### config.mk
export PLATFORM = sky130hd
export DESIGN_NAME = group_lasso_column_norm_engine
export DESIGN_NICKNAME = d
export VERILOG_FILES = /design/src/rtl/glcn_pkg.sv /design/src/rtl/group_lasso_column_norm_engine.sv
export SDC_FILE = /design/constraint.sdc
export NUM_CORES = 2
export LEC_CHECK = 0
export BUFFER_PORTS_ARGS = -buffer_cell sky130_fd_sc_hd__buf_2
export CORE_ASPECT_RATIO = 2
export CORE_MARGIN = 10
export CORE_UTILIZATION = 60
export CTS_CLUSTER_SIZE = 10
export DETAILED_ROUTE_END_ITERATION = 8
export MAX_ROUTING_LAYER = met4
export PLACE_DENSITY = 0.83
export SLEW_MARGIN = 10
export SYNTH_ARGS = -nofsm -noshare
export SYNTH_HDL_FRONTEND = slang
export SYNTH_SLANG_ARGS = --single-unit
### constraint.sdc
create_clock -name clk -period 9.4 [get_ports clk]
set_clock_uncertainty 0.1 [all_clocks]
set_input_delay 1.88 -clock clk [delete_from_list [all_inputs] [get_ports clk]]
set_output_delay 1.88 -clock clk [all_outputs]
set_load 0.01 [all_outputs]
### src/rtl/glcn_pkg.sv
`timescale 1ns / 1ps
package glcn_pkg;
	localparam int MaxRowsDefault = 32;
	localparam int ValueW = 16;
	localparam int ScaleW = 16;
	localparam int GradW = 18;
	localparam int SumW = 36;
	localparam int TotalW = 40;
	localparam int PenW = 32;
	localparam int NormW = 18;

	typedef struct packed {
		logic signed [ValueW-1:0] weight_value;
		logic column_end;
		logic set_end;
	} glcn_in_t;

	typedef struct packed {
		logic signed [GradW-1:0] gradient;
		logic column_last;
		logic [PenW-1:0] penalty;
		logic penalty_valid;
		logic overflow;
	} glcn_out_t;
endpackage

### src/rtl/group_lasso_column_norm_engine.sv
`timescale 1ns / 1ps
// group lasso column norm engine: items accepted while busy is low
// a non-final element is captured and stored, then squared and accumulated
// a column end is also accumulated, then runs the square root, the total and the penalty;
// each gradient costs a read, a multiply, 32 restoring divide steps and a strobe
// results appear one per division on result_valid; the receiver cannot stall
// asynchronous active-low reset clears sums, counts and control; the store is not cleared
module group_lasso_column_norm_engine #(
	parameter int MAX_ROWS = glcn_pkg::MaxRowsDefault
) (
	input  logic clk,
	input  logic arst_n,
	input  logic start,
	output logic busy,
	input  glcn_pkg::glcn_in_t in_item,
	input  logic cfg_valid,
	output logic cfg_ready,
	input  logic [glcn_pkg::ScaleW-1:0] cfg_data,
	output logic result_valid,
	output glcn_pkg::glcn_out_t result
);
	import glcn_pkg::*;

	localparam int CntW = $clog2(MAX_ROWS + 1);
	localparam int IdxW = (MAX_ROWS > 1) ? $clog2(MAX_ROWS) : 1;
	localparam int DivNW = ScaleW + ValueW; // scale * magnitude, 32 bits
	localparam int DivCntW = $clog2(DivNW + 1);
	localparam int SqCntW = $clog2(SumW / 2 + 1);

	typedef enum logic [3:0] {
		ST_IDLE, ST_ACC, ST_SQRT, ST_TOTAL, ST_PEN, ST_READ, ST_MUL, ST_DIV, ST_EMIT
	} state_t;

	state_t state_q;
	logic [ValueW-1:0] store_q [MAX_ROWS];
	logic [ValueW-1:0] rd_q;
	logic [ValueW-1:0] in_val_q;
	logic col_end_q, set_end_q;
	logic [CntW-1:0] row_count_q;
	logic [CntW-1:0] emit_idx_q;
	logic [SumW-1:0] square_sum_q;
	logic [TotalW-1:0] norm_total_q;
	logic dropped_q;
	logic [ScaleW-1:0] scale_q;
	logic [PenW-1:0] pen_q;
	// sequential square root and divider state, each with its own remainder register
	logic [SumW-1:0] sq_rad_q;
	logic [NormW+1:0] sq_rem_q;
	logic [NormW-1:0] norm_q;
	logic [SqCntW-1:0] sq_cnt_q;
	logic [DivNW-1:0] div_n_q;
	logic [NormW:0] div_rem_q;
	logic [DivCntW-1:0] div_cnt_q;
	logic neg_q;
	logic [55:0] pen_prod_q;

	logic [ValueW-1:0] mag;
	logic [2*ValueW-1:0] sq;
	logic [SumW:0] sum_next;
	logic [NormW+1:0] sq_trial;
	logic [NormW+1:0] sq_rem_sh;
	logic [NormW:0] div_sh;
	logic [TotalW:0] tot_next;
	logic [ValueW-1:0] rd_mag;
	logic [GradW-1:0] grad;

	assign busy = (state_q != ST_IDLE);
	assign cfg_ready = 1'b1;

	always_comb begin
		mag = in_val_q[ValueW-1] ? (~in_val_q + 1'b1) : in_val_q;
		sq = mag * mag;
		sum_next = {1'b0, square_sum_q} + {{(SumW+1-2*ValueW){1'b0}}, sq};
		sq_rem_sh = {sq_rem_q[NormW-1:0], sq_rad_q[SumW-1 -: 2]};
		sq_trial = {norm_q, 2'b01};
		div_sh = {div_rem_q[NormW-1:0], div_n_q[DivNW-1]};
		tot_next = {1'b0, norm_total_q} + {{(TotalW+1-NormW){1'b0}}, norm_q};
		rd_mag = rd_q[ValueW-1] ? (~rd_q + 1'b1) : rd_q;
		grad = neg_q ? (~div_n_q[GradW-1:0] + 1'b1) : div_n_q[GradW-1:0];
	end

	always_ff @(posedge clk) begin
		if (state_q == ST_IDLE && start && row_count_q < CntW'(MAX_ROWS))
			store_q[row_count_q[IdxW-1:0]] <= in_item.weight_value;
		if (state_q == ST_READ)
			rd_q <= store_q[emit_idx_q[IdxW-1:0]];
	end

	always_ff @(posedge clk or negedge arst_n) begin
		if (!arst_n) begin
			state_q <= ST_IDLE;
			row_count_q <= '0;
			square_sum_q <= '0;
			norm_total_q <= '0;
			dropped_q <= 1'b0;
			scale_q <= '0;
			result_valid <= 1'b0;
			result <= '0;
			in_val_q <= '0;
			col_end_q <= 1'b0;
			set_end_q <= 1'b0;
			emit_idx_q <= '0;
			pen_q <= '0;
			sq_rad_q <= '0;
			sq_rem_q <= '0;
			norm_q <= '0;
			sq_cnt_q <= '0;
			div_n_q <= '0;
			div_rem_q <= '0;
			div_cnt_q <= '0;
			neg_q <= 1'b0;
			pen_prod_q <= '0;
		end else begin
			result_valid <= 1'b0;
			if (cfg_valid)
				scale_q <= cfg_data;
			case (state_q)
				ST_IDLE: begin
					if (start) begin
						in_val_q <= in_item.weight_value;
						col_end_q <= in_item.column_end | in_item.set_end;
						set_end_q <= in_item.set_end;
						state_q <= ST_ACC;
					end
				end
				ST_ACC: begin
					if (row_count_q < CntW'(MAX_ROWS)) begin
						row_count_q <= row_count_q + 1'b1;
						square_sum_q <= sum_next[SumW] ? '1 : sum_next[SumW-1:0];
					end else begin
						dropped_q <= 1'b1;
					end
					state_q <= col_end_q ? ST_SQRT : ST_IDLE;
					sq_rad_q <= (row_count_q < CntW'(MAX_ROWS))
						? (sum_next[SumW] ? '1 : sum_next[SumW-1:0]) : square_sum_q;
					sq_rem_q <= '0;
					norm_q <= '0;
					sq_cnt_q <= SqCntW'(SumW / 2);
				end
				ST_SQRT: begin
					// one result bit a cycle, two radicand bits shifted in
					sq_rad_q <= {sq_rad_q[SumW-3:0], 2'b00};
					if (sq_rem_sh >= sq_trial) begin
						sq_rem_q <= sq_rem_sh - sq_trial;
						norm_q <= {norm_q[NormW-2:0], 1'b1};
					end else begin
						sq_rem_q <= sq_rem_sh;
						norm_q <= {norm_q[NormW-2:0], 1'b0};
					end
					sq_cnt_q <= sq_cnt_q - 1'b1;
					if (sq_cnt_q == SqCntW'(1))
						state_q <= ST_TOTAL;
				end
				ST_TOTAL: begin
					norm_total_q <= tot_next[TotalW] ? '1 : tot_next[TotalW-1:0];
					emit_idx_q <= '0;
					state_q <= ST_PEN;
				end
				ST_PEN: begin
					pen_prod_q <= scale_q * norm_total_q;
					state_q <= ST_READ;
				end
				ST_READ: begin
					pen_q <= (|pen_prod_q[55:48]) ? '1 : pen_prod_q[47:16];
					state_q <= ST_MUL;
				end
				ST_MUL: begin
					neg_q <= rd_q[ValueW-1];
					div_n_q <= scale_q * rd_mag;
					div_rem_q <= '0;
					div_cnt_q <= DivCntW'(DivNW);
					state_q <= ST_DIV;
				end
				ST_DIV: begin
					// restoring division, one quotient bit a cycle
					if (div_sh >= {1'b0, norm_q}) begin
						div_rem_q <= div_sh - {1'b0, norm_q};
						div_n_q <= {div_n_q[DivNW-2:0], 1'b1};
					end else begin
						div_rem_q <= div_sh;
						div_n_q <= {div_n_q[DivNW-2:0], 1'b0};
					end
					div_cnt_q <= div_cnt_q - 1'b1;
					if (div_cnt_q == DivCntW'(1))
						state_q <= ST_EMIT;
				end
				ST_EMIT: begin
					result_valid <= 1'b1;
					result.gradient <= (norm_q == '0) ? '0 : grad;
					result.overflow <= dropped_q;
					if (emit_idx_q + 1'b1 == row_count_q) begin
						result.column_last <= 1'b1;
						result.penalty <= set_end_q ? pen_q : '0;
						result.penalty_valid <= set_end_q;
						if (set_end_q)
							norm_total_q <= '0;
						row_count_q <= '0;
						square_sum_q <= '0;
						dropped_q <= 1'b0;
						state_q <= ST_IDLE;
					end else begin
						result.column_last <= 1'b0;
						result.penalty <= '0;
						result.penalty_valid <= 1'b0;
						emit_idx_q <= emit_idx_q + 1'b1;
						state_q <= ST_READ;
					end
				end
				default: state_q <= ST_IDLE;
			endcase
		end
	end
endmodule

==> results.json <==
{
  "die_height_um": 520,
  "worst_ep_arrival_time_ns": 9.43,
  "synth-seq-area-share": 0.341,
  "dpl.cell_count": 8411,
  "timing.critical_path.required_ns": 9.88,
  "post_cts_resize_count": 0,
  "first_pass_iters": 9,
  "yosysTopAreaCellShare": 0.246,
  "via_per_inst": 6.19,
  "synth_compound_area_frac": 0.0800,
  "ys_async_sr_fraction": 0.423,
  "vias_in_the_first_global_route": 58900,
  "critPathLaunchType": "flop",
  "grt_overflow_total": 0,
  "final.min_clock_period_ns": 8.95,
  "final_hpwl_from_detailed_placement_um": 149000,
  "critPathKind": "flop to flop",
  "core_area_um2": 124000,
  "total_nets_final": 8210,
  "yosys_warnings": 0,
  "slowest_cell_on_crit_path": "sky130_fd_sc_hd__fa_1",
  "critical_path.endpoint_type": "flop",
  "synth-seq-cells": 915,
  "synthMuxAreaShare": 0.0611,
  "fp.dieArea_um2": 140000,
  "grt_usage": 0.311,
  "critical_path.top_delay_family": "adder cells",
  "synth-adder-area-share": 0.313,
  "worst-slew-pin-transition_ns": 1.20,
  "cts_hold_repair.buffers": 0,
  "routed_len_inst_um": 24.3,
  "max_cap_viol_count": 0,
  "placement_rows": 183,
  "stdcell_count": 8596,
  "clkSlewWorstSetupHoldPaths_ns": 0.06,
  "critical-path-top-cell-by-count": "sky130_fd_sc_hd__fa_1",
  "routed_wl_um": 209000,
  "synth_top_cells_by_area": "sky130_fd_sc_hd__fa_1 25%, sky130_fd_sc_hd__edfxtp_1 21%, sky130_fd_sc_hd__dfrtp_1 13%, sky130_fd_sc_hd__ha_1 6.7%, sky130_fd_sc_hd__inv_1 5.5%",
  "final.period_utilization": 0.952,
  "report.final.hold_viol_count": 0,
  "timing.final.max_slew_violations": 0,
  "post-cts-setup-buffer-count": 0,
  "cts_buf_count": 104,
  "residual_antenna_violating_net_count_after_detailed_routing": 0,
  "drt_drc_violations_left": 0,
  "rsz0062_at_grt": "no",
  "finalCoreUtilization": 0.648,
  "synth_xor_xnor_area_share": 0.0231,
  "initial_core_util": 0.603,
  "timing.hold.worst.class": "flop to flop",
  "antenna_violations_before_repair": 7,
  "post_route_cells_drive_above_1_share": 0.0933,
  "placement.io_buffers": 92,
  "synth_flop_cell": "sky130_fd_sc_hd__edfxtp_1",
  "synth_top_family_by_area": "adder cells",
  "pin_count_of_the_biggest_net_entering_global_routing": 143,
  "clkLatencyLatePin_ns": 0.79,
  "synthesis.instances": 6861,
  "via_count": 53200,
  "synthDistinctLibCells": 100,
  "slew-limit-headroom": 0.201,
  "synth-edff-count": 528,
  "max_clock_freq_ghz": 0.112,
  "syn2layout_area_growth_pct": 7.38,
  "max_root_sink_buffers": 3,
  "run_status": "complete, no violations",
  "detailedRoute.firstIterationViolations": 4389,
  "setup-violations-final": 0,
  "clkSinkCount": 915,
  "first_pass_grt_wire_length_um": 327000,
  "critical_path.n_buffers_inverters": 7,
  "gp_routability_congestion": 0.962,
  "critical_path.max_stage_delay_ns": 0.55,
  "tns_ns": 0,
  "tritoncts": "built",
  "synth_top_cell_by_area": "sky130_fd_sc_hd__fa_1",
  "cts_htree_levels": 3,
  "synthSimpleGateAreaFrac": 0.108,
  "cts.root.buffer_cell": "sky130_fd_sc_hd__clkbuf_16",
  "synth_area_per_cell_um2": 10.9,
  "io_pins": 94,
  "crit_fanout": 10,
  "syn-cell-area_um2": 74900,
  "chipWidth_um": 270
}
## synthesized netlist by cell type, types with 35 or more instances
library cell / n
sky130_fd_sc_hd__inv_1: 1107
sky130_fd_sc_hd__nand2_1: 1064
sky130_fd_sc_hd__fa_1: 919
sky130_fd_sc_hd__edfxtp_1: 528
sky130_fd_sc_hd__ha_1: 401
sky130_fd_sc_hd__dfrtp_1: 387
sky130_fd_sc_hd__clkbuf_1: 304
sky130_fd_sc_hd__o21ai_0: 240
sky130_fd_sc_hd__and2_1: 229
sky130_fd_sc_hd__nor2_1: 207
sky130_fd_sc_hd__a21oi_1: 187
sky130_fd_sc_hd__mux4_2: 160
sky130_fd_sc_hd__xnor2_1: 114
sky130_fd_sc_hd__a21o_1: 87
sky130_fd_sc_hd__xor2_1: 80
sky130_fd_sc_hd__nand3_1: 59
sky130_fd_sc_hd__mux2_2: 55
sky130_fd_sc_hd__o21ai_1: 47
sky130_fd_sc_hd__a31oi_1: 46
sky130_fd_sc_hd__nor2b_1: 44
sky130_fd_sc_hd__nor3_1: 42
sky130_fd_sc_hd__a22o_1: 39
sky130_fd_sc_hd__nand2b_1: 39
sky130_fd_sc_hd__mux2i_1: 35
## per-layer routing
layer / routed length, um / GRT usage / part of all wire / up-vias
li1: - / - / - / 22400
met1: 64200 / 0.303 / 0.31 / 26800
met2: 112000 / 0.556 / 0.54 / 2993
met3: 14500 / 0.0449 / 0.070 / 1078
met4: 17800 / 0.232 / 0.085 / 0
met5: 0 / - / 0 / -
## per-stage QoR
stage	hold WS, ns	worst slack (ns)	area (um^2)
2_1_floorplan	0.335	1.49	74900
3_3_place_gp	0.356	0.634	77200
3_5_place_dp	0.364	0.488	77200
4_1_cts	0.371	0.437	80400
5_1_grt	0.398	0.0312	80400
6_report	0.376	0.449	80400
## path summary, 6_finish.rpt
kind,from,end,slack [ns],depth (start not counted)
worst min-delay path,div_cnt_q[5],div_cnt_q[5],0.38,1
worst max register to register,in_val_q[2],sq_rad_q[0],0.45,31
min in group asynchronous,arst_n,result[27],1.01,1
worst min register to register,div_cnt_q[5],div_cnt_q[5],0.38,1
worst max-delay path,in_val_q[2],sq_rad_q[0],0.45,31
max in group asynchronous,arst_n,scale_q[9],6.88,2
## area by class of cell
| class | count | area [um^2] |
|---|---|---|
| Inverter | 1116 | 4190 |
| Tap cell | 1665 | 2080 |
| Antenna cell | 5 | 12.5 |
| Clock buffer | 168 | 2880 |
| Timing Repair Buffer | 224 | 1490 |
| Sequential cell | 915 | 25600 |
| Clock inverter | 12 | 294 |
| Fill cell | 9088 | 43700 |
| Multi-Input combinational cell | 4491 | 43900 |
## cell families (layout without fill, tap and decap cells)
group,after synthesis,after routing
adder cells (fa/ha/maj),1320,1320
XOR/XNOR,196,196
buffers and inverters,1465,1520
AO/OA/AOI/OAI,909,909
flip-flops,915,915
other,2,17
AND/OR/NAND/NOR,1804,1804
multiplexers,250,250
## sequential cells by signal (all words and copies together) (netlist names), 4 cells and up
name,flops
pen_prod_q,40
in_val_q,16
rd_q,16
div_n_q,32
sq_rem_q,18
square_sum_q,36
row_count_q,6
emit_idx_q,6
result,53
sq_cnt_q,5
state_q,4
norm_total_q,40
norm_q,18
pen_q,32
scale_q,16
div_rem_q,18
div_cnt_q,6
sq_rad_q,36
store_q,512
## cell usage in the layout (no fill, tap or decap), types with 44 or more instances in the layout
master / instances
sky130_fd_sc_hd__inv_1: 1107
sky130_fd_sc_hd__buf_2: 91
sky130_fd_sc_hd__clkbuf_16: 104
sky130_fd_sc_hd__fa_1: 919
sky130_fd_sc_hd__xnor2_1: 114
sky130_fd_sc_hd__nand2_1: 1061
sky130_fd_sc_hd__nand3_1: 59
sky130_fd_sc_hd__nor2_1: 200
sky130_fd_sc_hd__a21o_1: 87
sky130_fd_sc_hd__and2_1: 228
sky130_fd_sc_hd__nor2b_1: 44
sky130_fd_sc_hd__xor2_1: 80
sky130_fd_sc_hd__o21ai_1: 47
sky130_fd_sc_hd__edfxtp_1: 528
sky130_fd_sc_hd__ha_1: 401
sky130_fd_sc_hd__clkbuf_1: 60
sky130_fd_sc_hd__mux4_2: 160
sky130_fd_sc_hd__a21oi_1: 187
sky130_fd_sc_hd__dfrtp_1: 370
sky130_fd_sc_hd__mux2_2: 55
sky130_fd_sc_hd__o21ai_0: 240
sky130_fd_sc_hd__a31oi_1: 46
sky130_fd_sc_hd__buf_4: 130
Power is left out: the tool's default activity adds up to more than one toggle a clock period on the data nets, which glitch-free logic cannot reach.
